`src/rbdf_pkg.sv`:
```
`default_nettype none

package rbdf_pkg;

   localparam int BUNDLE_W = 32;
   localparam int HASH_W   = 16;
   localparam int BYTE_W   = 8;
   localparam int LIMIT_W  = 8;
   localparam int CSR_W    = 32;
   localparam int PADDR_W  = 3;

   localparam logic [LIMIT_W-1:0] LIMIT_RESET = 8'd100;

   // register index taken from paddr[2]
   localparam logic REG_INSERT_LIMIT = 1'b0;

   localparam logic OP_CHECK  = 1'b0;
   localparam logic OP_INSERT = 1'b1;

   typedef enum logic [8:0] {
      ST_IDLE   = 9'b000000001,
      ST_MUL    = 9'b000000010,
      ST_SUB    = 9'b000000100,
      ST_READ   = 9'b000001000,
      ST_EVAL   = 9'b000010000,
      ST_WRITE2 = 9'b000100000,
      ST_COUNT  = 9'b001000000,
      ST_CLEAR  = 9'b010000000,
      ST_FINISH = 9'b100000000
   } state_type;

endpackage

`default_nettype wire

```
`src/rbdf_channels.sv`:
```
`default_nettype none

interface rbdf_req_if;
   logic                          valid;
   logic                          ready;
   logic                          op;
   logic [rbdf_pkg::BUNDLE_W-1:0] bundle_id;

   modport source (output valid, output op, output bundle_id, input ready);
   modport sink   (input valid, input op, input bundle_id, output ready);
endinterface

interface rbdf_rsp_if;
   logic valid;
   logic ready;
   logic seen;
   logic rotated;

   modport source (output valid, output seen, output rotated, input ready);
   modport sink   (input valid, input seen, input rotated, output ready);
endinterface

`default_nettype wire

```
`src/rotating_bloom_duplicate_filter.sv`:
```
`default_nettype none

// Duplicate filter over FILTER_COUNT bloom filters sharing one byte store of
// STORE_BYTES bytes held in a synchronous RAM (two read ports, one write port).
// The low and high halves of the bundle number are the two hashes; each is
// reduced modulo the bit count of one filter by a reciprocal multiply. After
// reset the block sweeps the whole store to zero, one byte a cycle, before the
// first item is accepted. A check makes one read-and-test pass per filter on
// the RAM, stopping at the first filter that holds both bits. An insert sets
// its two hash bits with one write, or with two when they fall in different
// bytes (one write port); an insert that rotates then sweeps the next filter
// clear. A finished result waits in an output register.
// insert_limit sits at byte address 0 of the register port.
module rotating_bloom_duplicate_filter #(
   parameter int STORE_BYTES  = 128,
   parameter int FILTER_COUNT = 2
) (
   input  wire logic                          clock,
   input  wire logic                          reset,
   rbdf_req_if.sink                           req,
   rbdf_rsp_if.source                         rsp,
   input  wire logic                          csr_psel,
   input  wire logic                          csr_penable,
   input  wire logic                          csr_pwrite,
   input  wire logic [rbdf_pkg::PADDR_W-1:0]  csr_paddr,
   input  wire logic [rbdf_pkg::CSR_W-1:0]    csr_pwdata,
   output logic      [rbdf_pkg::CSR_W-1:0]    csr_prdata,
   output logic                               csr_pready
);
   import rbdf_pkg::*;

   localparam int FBYTES   = STORE_BYTES / FILTER_COUNT;
   localparam int FBITS    = FBYTES * 8;
   localparam bit HAS_BITS = (FBYTES != 0);
   localparam int DIV      = HAS_BITS ? FBITS : 8;
   localparam int ADDR_W   = $clog2(STORE_BYTES);
   localparam int CNT_W    = $clog2(STORE_BYTES + 1);
   localparam int FI_W     = (FILTER_COUNT > 1) ? $clog2(FILTER_COUNT) : 1;
   localparam int RECIP_W  = 30;
   localparam int PROD_W   = HASH_W + RECIP_W;
   localparam int QUOT_W   = PROD_W - 32;

   localparam logic [63:0] RECIP64 = ((64'd1 << 32) + 64'(DIV) - 64'd1) / 64'(DIV);
   localparam logic [RECIP_W-1:0] RECIP   = RECIP64[RECIP_W-1:0];
   localparam logic [HASH_W-1:0]  DIV_H   = HASH_W'(DIV);
   localparam logic [ADDR_W-1:0]  FBYTES_A = ADDR_W'(FBYTES);
   localparam logic [FI_W-1:0]    LAST_F  = FI_W'(FILTER_COUNT - 1);

   logic [BYTE_W-1:0] filter_mem [STORE_BYTES];

   state_type            state_ff, state_in;
   logic                 op_ff, op_in;
   logic [HASH_W-1:0]    h1_ff, h1_in, h2_ff, h2_in;
   logic [PROD_W-1:0]    p1_ff, p2_ff;
   logic [HASH_W-1:0]    r1_ff, r1_in, r2_ff, r2_in;
   logic [ADDR_W-1:0]    base_ff, base_in;
   logic [FI_W-1:0]      filt_ff, filt_in;
   logic [FI_W-1:0]      cur_ff, cur_in;
   logic [ADDR_W-1:0]    cur_base_ff, cur_base_in;
   logic [LIMIT_W-1:0]   cnt_ff, cnt_in;
   logic [LIMIT_W-1:0]   limit_ff, limit_in;
   logic                 seen_ff, seen_in;
   logic                 rot_ff, rot_in;
   logic [ADDR_W-1:0]    clr_addr_ff, clr_addr_in;
   logic [CNT_W-1:0]     clr_left_ff, clr_left_in;
   logic                 clr_rot_ff, clr_rot_in;
   logic                 rsp_valid_ff, rsp_valid_in;
   logic                 rsp_seen_ff, rsp_seen_in;
   logic                 rsp_rot_ff, rsp_rot_in;
   logic [BYTE_W-1:0]    rdata1_ff, rdata2_ff;

   logic [QUOT_W-1:0]    q1, q2;
   logic [31:0]          qd1, qd2;
   logic [HASH_W-1:0]    sum1, sum2;
   logic [ADDR_W-1:0]    rd_addr1, rd_addr2;
   logic [BYTE_W-1:0]    mask1, mask2;
   logic                 bit1, bit2;
   logic [LIMIT_W-1:0]   cnt_inc;
   logic                 wr_en;
   logic [ADDR_W-1:0]    wr_addr;
   logic [BYTE_W-1:0]    wr_data;
   logic                 csr_write;

   assign csr_write  = csr_psel && csr_penable && csr_pwrite;
   assign csr_pready = 1'b1;
   assign csr_prdata = (csr_paddr[2] == REG_INSERT_LIMIT) ?
                       {{(CSR_W - LIMIT_W){1'b0}}, limit_ff} : '0;

   assign req.ready   = (state_ff == ST_IDLE);
   assign rsp.valid   = rsp_valid_ff;
   assign rsp.seen    = rsp_seen_ff;
   assign rsp.rotated = rsp_rot_ff;

   // quotient from the registered reciprocal products, then remainder
   assign q1  = p1_ff[PROD_W-1:32];
   assign q2  = p2_ff[PROD_W-1:32];
   assign qd1 = 32'(q1) * 32'(DIV_H);
   assign qd2 = 32'(q2) * 32'(DIV_H);

   assign sum1     = {3'b000, r1_ff[HASH_W-1:3]} + HASH_W'(base_ff);
   assign sum2     = {3'b000, r2_ff[HASH_W-1:3]} + HASH_W'(base_ff);
   assign rd_addr1 = sum1[ADDR_W-1:0];
   assign rd_addr2 = sum2[ADDR_W-1:0];
   assign mask1    = BYTE_W'(1) << r1_ff[2:0];
   assign mask2    = BYTE_W'(1) << r2_ff[2:0];
   assign bit1     = rdata1_ff[r1_ff[2:0]];
   assign bit2     = rdata2_ff[r2_ff[2:0]];
   assign cnt_inc  = cnt_ff + LIMIT_W'(1);

   always_comb begin
      state_in     = state_ff;
      op_in        = op_ff;
      h1_in        = h1_ff;
      h2_in        = h2_ff;
      r1_in        = r1_ff;
      r2_in        = r2_ff;
      base_in      = base_ff;
      filt_in      = filt_ff;
      cur_in       = cur_ff;
      cur_base_in  = cur_base_ff;
      cnt_in       = cnt_ff;
      limit_in     = limit_ff;
      seen_in      = seen_ff;
      rot_in       = rot_ff;
      clr_addr_in  = clr_addr_ff;
      clr_left_in  = clr_left_ff;
      clr_rot_in   = clr_rot_ff;
      rsp_valid_in = rsp_valid_ff;
      rsp_seen_in  = rsp_seen_ff;
      rsp_rot_in   = rsp_rot_ff;
      wr_en        = 1'b0;
      wr_addr      = rd_addr1;
      wr_data      = rdata1_ff | mask1;

      if (csr_write && csr_paddr[2] == REG_INSERT_LIMIT) begin
         limit_in = csr_pwdata[LIMIT_W-1:0];
      end

      if (rsp_valid_ff && rsp.ready) begin
         rsp_valid_in = 1'b0;
      end

      unique case (state_ff)
         ST_IDLE: begin
            if (req.valid) begin
               op_in    = req.op;
               h1_in    = req.bundle_id[HASH_W-1:0];
               h2_in    = req.bundle_id[BUNDLE_W-1:HASH_W];
               state_in = ST_MUL;
            end
         end
         ST_MUL: begin
            state_in = ST_SUB;
         end
         ST_SUB: begin
            r1_in  = h1_ff - qd1[HASH_W-1:0];
            r2_in  = h2_ff - qd2[HASH_W-1:0];
            seen_in = (op_ff == OP_INSERT);
            rot_in  = 1'b0;
            if (op_ff == OP_INSERT) begin
               base_in = cur_base_ff;
            end else begin
               base_in = '0;
            end
            filt_in = '0;
            if (!HAS_BITS) begin
               state_in = (op_ff == OP_INSERT) ? ST_COUNT : ST_FINISH;
            end else begin
               state_in = ST_READ;
            end
         end
         ST_READ: begin
            state_in = ST_EVAL;
         end
         ST_EVAL: begin
            if (op_ff == OP_INSERT) begin
               wr_en = 1'b1;
               if (rd_addr1 == rd_addr2) begin
                  // both bits in one byte: merge into a single write
                  wr_data  = rdata1_ff | mask1 | mask2;
                  state_in = ST_COUNT;
               end else begin
                  state_in = ST_WRITE2;
               end
            end else if (bit1 && bit2) begin
               seen_in  = 1'b1;
               state_in = ST_FINISH;
            end else if (filt_ff == LAST_F) begin
               state_in = ST_FINISH;
            end else begin
               filt_in  = filt_ff + FI_W'(1);
               base_in  = base_ff + FBYTES_A;
               state_in = ST_READ;
            end
         end
         ST_WRITE2: begin
            wr_en    = 1'b1;
            wr_addr  = rd_addr2;
            wr_data  = rdata2_ff | mask2;
            state_in = ST_COUNT;
         end
         ST_COUNT: begin
            if (cnt_inc > limit_ff) begin
               cnt_in = '0;
               rot_in = 1'b1;
               if (cur_ff == LAST_F) begin
                  cur_in      = '0;
                  cur_base_in = '0;
                  clr_addr_in = '0;
               end else begin
                  cur_in      = cur_ff + FI_W'(1);
                  cur_base_in = cur_base_ff + FBYTES_A;
                  clr_addr_in = cur_base_ff + FBYTES_A;
               end
               clr_left_in = CNT_W'(FBYTES);
               clr_rot_in  = 1'b1;
               state_in    = HAS_BITS ? ST_CLEAR : ST_FINISH;
            end else begin
               cnt_in   = cnt_inc;
               state_in = ST_FINISH;
            end
         end
         ST_CLEAR: begin
            wr_en       = 1'b1;
            wr_addr     = clr_addr_ff;
            wr_data     = '0;
            clr_addr_in = clr_addr_ff + ADDR_W'(1);
            clr_left_in = clr_left_ff - CNT_W'(1);
            if (clr_left_ff == CNT_W'(1)) begin
               state_in = clr_rot_ff ? ST_FINISH : ST_IDLE;
            end
         end
         ST_FINISH: begin
            // hold until the output register is free
            if (!rsp_valid_ff || rsp.ready) begin
               rsp_valid_in = 1'b1;
               rsp_seen_in  = seen_ff;
               rsp_rot_in   = rot_ff;
               state_in     = ST_IDLE;
            end
         end
         default: begin
            state_in = ST_IDLE;
         end
      endcase
   end

   always_ff @(posedge clock) begin
      if (reset) begin
         state_ff     <= ST_CLEAR;
         cur_ff       <= '0;
         cur_base_ff  <= '0;
         cnt_ff       <= '0;
         limit_ff     <= LIMIT_RESET;
         clr_addr_ff  <= '0;
         clr_left_ff  <= CNT_W'(STORE_BYTES);
         clr_rot_ff   <= 1'b0;
         rsp_valid_ff <= 1'b0;
      end else begin
         state_ff     <= state_in;
         cur_ff       <= cur_in;
         cur_base_ff  <= cur_base_in;
         cnt_ff       <= cnt_in;
         limit_ff     <= limit_in;
         clr_addr_ff  <= clr_addr_in;
         clr_left_ff  <= clr_left_in;
         clr_rot_ff   <= clr_rot_in;
         rsp_valid_ff <= rsp_valid_in;
      end
   end

   always_ff @(posedge clock) begin
      op_ff       <= op_in;
      h1_ff       <= h1_in;
      h2_ff       <= h2_in;
      p1_ff       <= PROD_W'(h1_ff) * PROD_W'(RECIP);
      p2_ff       <= PROD_W'(h2_ff) * PROD_W'(RECIP);
      r1_ff       <= r1_in;
      r2_ff       <= r2_in;
      base_ff     <= base_in;
      filt_ff     <= filt_in;
      seen_ff     <= seen_in;
      rot_ff      <= rot_in;
      rsp_seen_ff <= rsp_seen_in;
      rsp_rot_ff  <= rsp_rot_in;
   end

   always_ff @(posedge clock) begin
      if (wr_en) begin
         filter_mem[wr_addr] <= wr_data;
      end
      rdata1_ff <= filter_mem[rd_addr1];
      rdata2_ff <= filter_mem[rd_addr2];
   end

   a_write_in_used_region: assert property (@(posedge clock) disable iff (reset)
      wr_en && state_ff != ST_CLEAR |-> 32'(wr_addr) < FILTER_COUNT * FBYTES)
      else $error("bit write outside the filters");

   a_rotate_zeroes_count: assert property (@(posedge clock) disable iff (reset)
      state_ff == ST_FINISH && rot_ff |-> cnt_ff == '0)
      else $error("count not zeroed on rotation");

   a_base_tracks_filter: assert property (@(posedge clock) disable iff (reset)
      32'(cur_base_ff) == 32'(cur_ff) * FBYTES)
      else $error("current filter base out of step");

   a_rotated_implies_seen: assert property (@(posedge clock) disable iff (reset)
      rsp_valid_ff && rsp_rot_ff |-> rsp_seen_ff)
      else $error("rotating insert reported unseen");

   a_check_reads_no_write: assert property (@(posedge clock) disable iff (reset)
      state_ff == ST_EVAL && op_ff == OP_CHECK |-> !wr_en)
      else $error("check wrote the store");

endmodule

`default_nettype wire

```
`src/flat_wrapper.sv`:
```
// flat-port wrapper written by rule: the top's interface ports become plain ports
module rotating_bloom_duplicate_filter_flat import rbdf_pkg::*;
#(
   parameter int STORE_BYTES  = 128,
   parameter int FILTER_COUNT = 2
)
  (clock, reset, csr_psel, csr_penable, csr_pwrite, csr_paddr, csr_pwdata, csr_prdata, csr_pready, req_valid, req_op, req_bundle_id, req_ready, rsp_valid, rsp_seen, rsp_rotated, rsp_ready);
  rbdf_req_if req_i ();
  rbdf_rsp_if rsp_i ();
  input  wire logic clock;
  input  wire logic reset;
  input  wire logic csr_psel;
  input  wire logic csr_penable;
  input  wire logic csr_pwrite;
  input  wire logic [rbdf_pkg::PADDR_W-1:0] csr_paddr;
  input  wire logic [rbdf_pkg::CSR_W-1:0] csr_pwdata;
  output logic      [rbdf_pkg::CSR_W-1:0] csr_prdata;
  output logic csr_pready;
  input wire logic [$bits(req_i.valid)-1:0] req_valid;
  input wire logic [$bits(req_i.op)-1:0] req_op;
  input wire logic [$bits(req_i.bundle_id)-1:0] req_bundle_id;
  output wire logic [$bits(req_i.ready)-1:0] req_ready;
  output wire logic [$bits(rsp_i.valid)-1:0] rsp_valid;
  output wire logic [$bits(rsp_i.seen)-1:0] rsp_seen;
  output wire logic [$bits(rsp_i.rotated)-1:0] rsp_rotated;
  input wire logic [$bits(rsp_i.ready)-1:0] rsp_ready;
  assign req_i.valid = req_valid;
  assign req_i.op = req_op;
  assign req_i.bundle_id = req_bundle_id;
  assign req_ready = req_i.ready;
  assign rsp_valid = rsp_i.valid;
  assign rsp_seen = rsp_i.seen;
  assign rsp_rotated = rsp_i.rotated;
  assign rsp_i.ready = rsp_ready;
  rotating_bloom_duplicate_filter #(.STORE_BYTES(STORE_BYTES), .FILTER_COUNT(FILTER_COUNT)) u_core (.clock(clock), .reset(reset), .req(req_i), .rsp(rsp_i), .csr_psel(csr_psel), .csr_penable(csr_penable), .csr_pwrite(csr_pwrite), .csr_paddr(csr_paddr), .csr_pwdata(csr_pwdata), .csr_prdata(csr_prdata), .csr_pready(csr_pready));
endmodule
```
`config.mk`:
```
export PLATFORM = sky130hd
export DESIGN_NAME = rotating_bloom_duplicate_filter_flat
export DESIGN_NICKNAME = d
export VERILOG_FILES = /design/src/rbdf_pkg.sv /design/src/rbdf_channels.sv /design/src/rotating_bloom_duplicate_filter.sv /design/src/flat_wrapper.sv
export SDC_FILE = /design/constraint.sdc
export NUM_CORES = 2
export LEC_CHECK = 0
export BUFFER_PORTS_ARGS = -buffer_cell sky130_fd_sc_hd__buf_2
export CAP_MARGIN = 10
export CORE_MARGIN = 2
export CORE_UTILIZATION = 50
export CTS_CLUSTER_DIAMETER = 30
export CTS_CLUSTER_SIZE = 30
export DETAILED_ROUTE_END_ITERATION = 10
export PLACE_DENSITY = 0.68
export REMOVE_ABC_BUFFERS = 1
export SYNTH_ARGS = -nofsm -noshare
export SYNTH_HDL_FRONTEND = slang
export SYNTH_SLANG_ARGS = --single-unit
```
`constraint.sdc`:
```
create_clock -name clock -period 4.6 [get_ports clock]
set_input_delay 0.92 -clock clock [delete_from_list [all_inputs] [get_ports clock]]
set_output_delay 0.92 -clock clock [all_outputs]
set_load 0.05 [all_outputs]
```
# Word level (Yosys, flattened, before mapping)
# Memories as Yosys holds them, arrays and structs flattened. A register that Yosys moved wholly into a read port is not among the register bits.
# Index checks and enable logic that the tools add are counted.
totals:
  romBits: 0
  in_bits: 75
  regBits: 123
  output_inout_bits: 37
  latchBits: 0
  n_memories: 1
  ramBits: 1024
  elab_cells: 129
op_classes:
  n_eq_ne: 19
  muxes: 47
  n_reduce_logical: 20
  magnitude_cmp: 3
  shifts: 2
  addsub: 11
  n_div: 0
  mul: 0
  n_bitwise: 4
memory_table:
  columns: ["name", "depth", "word_bits", "read_ports", "rd_clocked_by_memory_dff", "wr", "line", "text"]
  rows:
  - ["u_core.filter_mem", 128, 8, 2, 2, 1, "rotating_bloom_duplicate_filter.sv:49", "logic [BYTE_W-1:0] filter_mem [STORE_BYTES];"]
op_table:
  columns: ["cell", "count"]
  rows:
  - ["$pmux W9 S9", 1]
  - ["$mux W9", 8]
  - ["$mux W7", 7]
  - ["$pmux W7 S2", 3]
  - ["$mux W8", 5]
  - ["$or A8 B8 Y8", 3]
  - ["$pmux W8 S3", 1]
  - ["$sub A10 B10 Y10", 2]
  - ["$pmux W8 S2", 1]
  - ["$shl A1 B3 Y8 const A", 2]
  - ["$mux W1", 15]
  - ["$add A7 B7 Y7", 2]
  - ["$add A7 B7 Y7 const B", 2]
  - ["$reduce_and A2 Y1", 5]
  - ["$eq A9 B1 Y1 const B", 1]
  - ["$eq A9 B2 Y1 const B", 1]
  - ["$eq A9 B3 Y1 const B", 1]
  - ["$eq A9 B4 Y1 const B", 1]
  - ["$eq A9 B5 Y1 const B", 1]
  - ["$eq A9 B6 Y1 const B", 1]
  - ["$eq A9 B7 Y1 const B", 1]
  - ["$eq A9 B8 Y1 const B", 1]
  - ["$eq A9 B9 Y1 const B", 1]
  - ["$reduce_and A3 Y1", 3]
  - ["other kinds (19)", 37]

# Depth between registers and ports, before layout
depth:
  word_depth: 6
  mapped_depth: 13
  ltp_nobuf: 11

# Worst setup path after synthesis
# No wires, ideal clock.
synth_path:
  path_kind: "register to register"
  startpoint: "register u_core.base_ff[0]"
  endpoint: "memory u_core.filter_mem[0][2], data pin"
  arrival_time_ns: 4.239
  synth_period_minus_slack_ns: 4.758
  path_buffers: 1
  required_time_ns: 4.081
  setup_time_ns: 0.519
  path_stages_with_launch: 12
  slack_ns: -0.158
  cell_sequence: "edfxtp_1 > ha_1 > inv_1 > fa_1 > nand2b_1 > a211oi_1 > a31o_2 > nor2_1 > buf_2 > xor2_1 > nor4_4 > a41o_1"
synth_between:
  elab_chain_len: 5
  elab_cells_between_ends: 6
  cone_classes: "2 x add/sub; 1 x eq/ne; 3 x mux"
synth_lines:
  columns: ["item", "line", "text"]
  rows:
  - ["start, declared", "rotating_bloom_duplicate_filter.sv:56", "logic [ADDR_W-1:0] base_ff, base_in;"]
  - ["start signal, assigned", "rotating_bloom_duplicate_filter.sv:280", "base_ff <= base_in;"]
  - ["$add A7 B7 Y7 (on tied branches)", "rotating_bloom_duplicate_filter.sv:100, rotating_bloom_duplicate_filter.sv:101", null]
  - ["$eq A7 B7 Y1 *", "rotating_bloom_duplicate_filter.sv:178", "if (rd_addr1 == rd_addr2) begin"]
  - ["$mux W8 *", "rotating_bloom_duplicate_filter.sv:178", null]
  - ["$mux W8 *", "rotating_bloom_duplicate_filter.sv:176", "if (op_ff == OP_INSERT) begin"]
  - ["$pmux W8 S3 *", "rotating_bloom_duplicate_filter.sv:143", "unique case (state_ff)"]
  - ["via u_core.wr_data[2]", "rotating_bloom_duplicate_filter.sv:81", "logic [BYTE_W-1:0] wr_data;"]
  - ["end, declared", "rotating_bloom_duplicate_filter.sv:49", null]
# The timed path passes the listed nets; every way through them passes the cells marked *.

# Worst setup path in the final report
layout_path:
  startpoint: "register u_core.base_ff[0]"
  endpoint: "memory u_core.filter_mem[81][6], enable pin"
layout_between:
  elab_chain_len: 2
  elab_cells_between_ends: 3
  cone_classes: "2 x add/sub; 1 x mux"
layout_lines:
  columns: ["item", "line"]
  rows:
  - ["$add A7 B7 Y7 (on tied branches)", "rotating_bloom_duplicate_filter.sv:100, rotating_bloom_duplicate_filter.sv:101"]
  - ["$pmux W7 S2 *", "rotating_bloom_duplicate_filter.sv:143"]
# Every way passes the cells marked *; elsewhere a longest branch is shown, timed or not.

==> results list <==
- Peak fanout along the critical path: 8
- The critical path in this run is classified as register to register.
- Routed wire length: 155000 um
* # setup viols final: 0
* Post-synth design cell area: 54700 sq um
* Antenna Diode Count: 0
- The average instance in the mapped netlist occupies 16.7 sq um.
- The worst-case IR drop observed on VDD is 0.428 mV.
* Async set-reset flop share out of synthesis: 0%
* Proportion of synthesized chip area in sequential cells: 61.6%
- Final cycle utilization of the critical path: 98.1%
- Power comes to 34.3 mW.
* Post-CTS setup-driven buffer insertion count: 0
- In this run the critical register-to-register path is launched from u_core.base_ff[0].
* Number of nets at the end of the flow: 3617
- Post-synthesis register bit count: 1145
- Number of enable flip-flop cells after synthesis: 1077
- Largest cells by area after synthesis: sky130_fd_sc_hd__edfxtp_1, sky130_fd_sc_hd__mux4_2, sky130_fd_sc_hd__mux2i_1, sky130_fd_sc_hd__dfxtp_1, sky130_fd_sc_hd__nand2_1
- Standard-cell row count: 121
- Hold crit path type: input pin to register
* Data arrival time of the critical path: 4930 ps
- Of all cell types, the one taking the most synthesized area is sky130_fd_sc_hd__edfxtp_1.
- Boundary Pins: 112
- From synthesis to final layout, the design area changed by 20.4%.
- Post-CTS Hold Buffers: 0
- CTS tree: yes
- Number of warnings issued by yosys: 0
* Clock-pin slew of the registers on the worst-case setup and hold paths: 50 ps
* Area after DPL: 57700 sq um
- Crit path launch type: register
- Synthesis handed over a netlist of 3281 instances.
- Crit end category: register
- For the worst-skew pair, the clock arrives at the later sink with an insertion delay of 800 ps.
- Entering global routing, the biggest net connects 97 pins.
- H-tree Lvls: 4
- Of the cells placed in the final design, the portion with a size suffix greater than 1 is 33.0%.
* R2r worst-path depth: 7
* Commonest register cell after synthesis: sky130_fd_sc_hd__edfxtp_1
- Vias per inst: 6.71
- The worst register-to-register path ends at u_core.filter_mem[81][6].
- Unrepaired setup endpoints after global routing: false
* Power per standard cell area: 520 nW/um^2
* Slew of the pin with the lowest slew margin: 1270 ps
- Max frequency: 0.222 GHz
- Post-synth top area share: 59.1%
- The number of clock buffers added by TritonCTS is 229.
- The worst hold path terminates at u_core.h1_ff[6].
- For this run the aggregate overflow at the end of global routing stands at 0.
* Number of nets with antenna violations after detailed routing: 0
- Data on the critical path is required at its endpoint by 5010 ps.
- At the end of routability-driven placement, the weighted congestion stood at 0.905.
* First-pass GRT wire length: 228000 um
- Iteration-0 DRC Markers: 4375
- Once layout is complete, the utilization of the core stands at 60.6%.
- IO buf count: 48
- Result of the run: finished clean
- Period minus WS final: 4510 ps
- Distinct cell type count of the synthesized netlist: 78
- The clock passes through at most 3 buffers.
* Height of the die: 335 um
* Number of global-route vias before repair: 35123
* Total of max-cap violations: 0
* Overall routing resource usage: 27.7%
- For this design the static power due to leakage is 22.7 nW.
* Initial core utilization: 50.3%
* Pre-Repair DR Iteration Count: 6
* Max Transition Viols Final: 0
* Area of the die: 112000 sq um
- The hold violation total from the final report is 0.
- Measured against its own limit, the worst slew margin works out to 15.1%.
- Clock tree synthesis selected as its root buffer the cell sky130_fd_sc_hd__clkbuf_16.
- Final worst clock skew: 43.0 ps
* Non-Filler Cell Area, Final: 65900 sq um
- Hold Crit Depth: 1
- In this run the standard cell core region covers 109000 sq um.
- Post-detail-place hpwl: 94600 um
- After detailed routing, the average wire length per cell comes to 30.2 um.
* TNS Setup: 0 ps
- Vias: 34486
- R2r setup slk: 90 ps
- In this run the most critical hold path is launched from req_bundle_id[6].
* Residual DRC count: 0
- Number of antenna violations at the first check in global routing: 2
* Cells resized by post-CTS repair: 0
- Die X-Extent: 335 um
- Number of clock sinks: 1145
[state kept, by name, indices dropped and copies added, names as in the netlist, 7 cells and up]
signal,flops
u_core.h1_ff,10
u_core.clr_left_ff,8
u_core.clr_addr_ff,7
u_core.cnt_ff,8
u_core.state_ff,9
u_core.rdata2_ff,8
u_core.filter_mem,1024
u_core.base_ff,7
u_core.r2_ff,10
u_core.rdata1_ff,8
u_core.limit_ff,8
u_core.h2_ff,10
u_core.r1_ff,10
u_core.cur_base_ff,7
[logic make-up after synthesis]
kind of cell | count (synthesis) | synth area share (%)
mux | 679 | 24.3
fa+ha+maj | 26 | 0.622
buf+inv | 290 | 2.44
simple gates | 752 | 6.31
flops | 1145 | 61.6
other cells | 2 | 0.0137
compound gates | 348 | 4.13
xor+xnor | 39 | 0.638
[per-stage QoR]
step | instances | hold WS, ps | worst slack [ps]
final | 5137 | 308 | 87.8
after global routing | 5137 | 274 | 125
after CTS | 5137 | 262 | 381
after detailed placement | 4699 | 381 | 380
after global placement | 4699 | 371 | 418
after floorplan | 3041 | 367 | -8190
[placed cells by master (no fill, tap or decap), types with 6 or more instances in the layout]
master                       Yosys  final
sky130_fd_sc_hd__buf_2          81     48
sky130_fd_sc_hd__nor2b_1         9      9
sky130_fd_sc_hd__clkinv_1        1     26
sky130_fd_sc_hd__nor2_1        143    142
sky130_fd_sc_hd__clkinv_4        0     31
sky130_fd_sc_hd__and2_1         44     43
sky130_fd_sc_hd__mux4_2        516    516
sky130_fd_sc_hd__o22ai_1        47     47
sky130_fd_sc_hd__o21ai_0        16     16
sky130_fd_sc_hd__nand2b_1        9      9
sky130_fd_sc_hd__xnor2_1        18     15
sky130_fd_sc_hd__mux2_2         17     17
sky130_fd_sc_hd__nor3_1         68     68
sky130_fd_sc_hd__a311oi_1        8      8
sky130_fd_sc_hd__buf_4          30    163
sky130_fd_sc_hd__clkbuf_16       0    233
sky130_fd_sc_hd__inv_6           0     25
sky130_fd_sc_hd__buf_12          0     33
sky130_fd_sc_hd__xor2_1         20     17
sky130_fd_sc_hd__a31oi_1        68     68
sky130_fd_sc_hd__nand3_1        29     29
sky130_fd_sc_hd__nand3b_1        6      6
sky130_fd_sc_hd__inv_1          26     26
sky130_fd_sc_hd__bufinv_16       0     36
sky130_fd_sc_hd__clkinv_2        0     34
sky130_fd_sc_hd__clkinvlp_4      0     22
sky130_fd_sc_hd__ha_1           24     22
sky130_fd_sc_hd__and3_1         46     46
sky130_fd_sc_hd__dfxtp_1        68     68
sky130_fd_sc_hd__mux2i_1       146    146
sky130_fd_sc_hd__conb_1          2     25
sky130_fd_sc_hd__clkbuf_1      125     14
sky130_fd_sc_hd__clkbuf_8        0      7
sky130_fd_sc_hd__a211oi_1       49     49
sky130_fd_sc_hd__nand2_1       352    352
sky130_fd_sc_hd__a21oi_1       106    106
sky130_fd_sc_hd__nor3_2         12     12
sky130_fd_sc_hd__edfxtp_1     1077   1077
[layout make-up]
class                      count  area, sq um
fill                        7673        42800
sequential                  1145        33700
multi-input combinational   1869        20000
clock buffer                 254         5980
clock inverter               184         2220
timing repair buffer         244         2120
tap                         1414         1770
inverter                      27          101
[layer usage]
metal,wire length (um),GRT usage (%),vias up
met5,12,0,-
met1,56400,35.9,17903
li1,-,-,13913
met3,15900,6.89,385
met2,76000,44.5,2283
met4,6840,12.4,2
[synthesized netlist by cell type, drive strengths merged (45+ instances only)]
master	number
o22ai	47
mux4	516
clkbuf	125
edfxtp	1077
a211oi	49
dfxtp	68
a31oi	68
and3	46
mux2i	146
a21oi	106
nor3	80
nand2	356
and2	45
nor2	143
buf	138
[worst max-delay path by stage]
stage / startpoint / cells past startpoint / end / slack (ps)
2_1_floorplan: u_core.base_ff[0] / 6 / u_core.filter_mem[0][2] / -8190
3_3_place_gp: u_core.base_ff[0] / 10 / u_core.filter_mem[115][7] / 420
3_5_place_dp: u_core.base_ff[0] / 10 / u_core.filter_mem[114][7] / 380
4_1_cts: u_core.base_ff[0] / 10 / u_core.filter_mem[114][6] / 380
5_1_grt: u_core.base_ff[0] / 7 / u_core.filter_mem[81][6] / 120
6_report: u_core.base_ff[0] / 7 / u_core.filter_mem[81][6] / 90
[worst max-delay path: stages (launching register included)]
cell and delay, ps:
sky130_fd_sc_hd__edfxtp_1 460, sky130_fd_sc_hd__ha_4 400, sky130_fd_sc_hd__and3b_1 170, sky130_fd_sc_hd__o21ai_0 110
sky130_fd_sc_hd__a221oi_1 1070, sky130_fd_sc_hd__and2_0 610, sky130_fd_sc_hd__nand3_1 410, sky130_fd_sc_hd__nor2_1 900
[report_power, final]
group	switching, mW	total [mW]	internal [mW]
registers	0.184	13.2	13.0
logic	2.88	3.85	0.970
clock network	5.75	17.2	11.4
No activity file was read; power rests on OpenSTA's default activity.
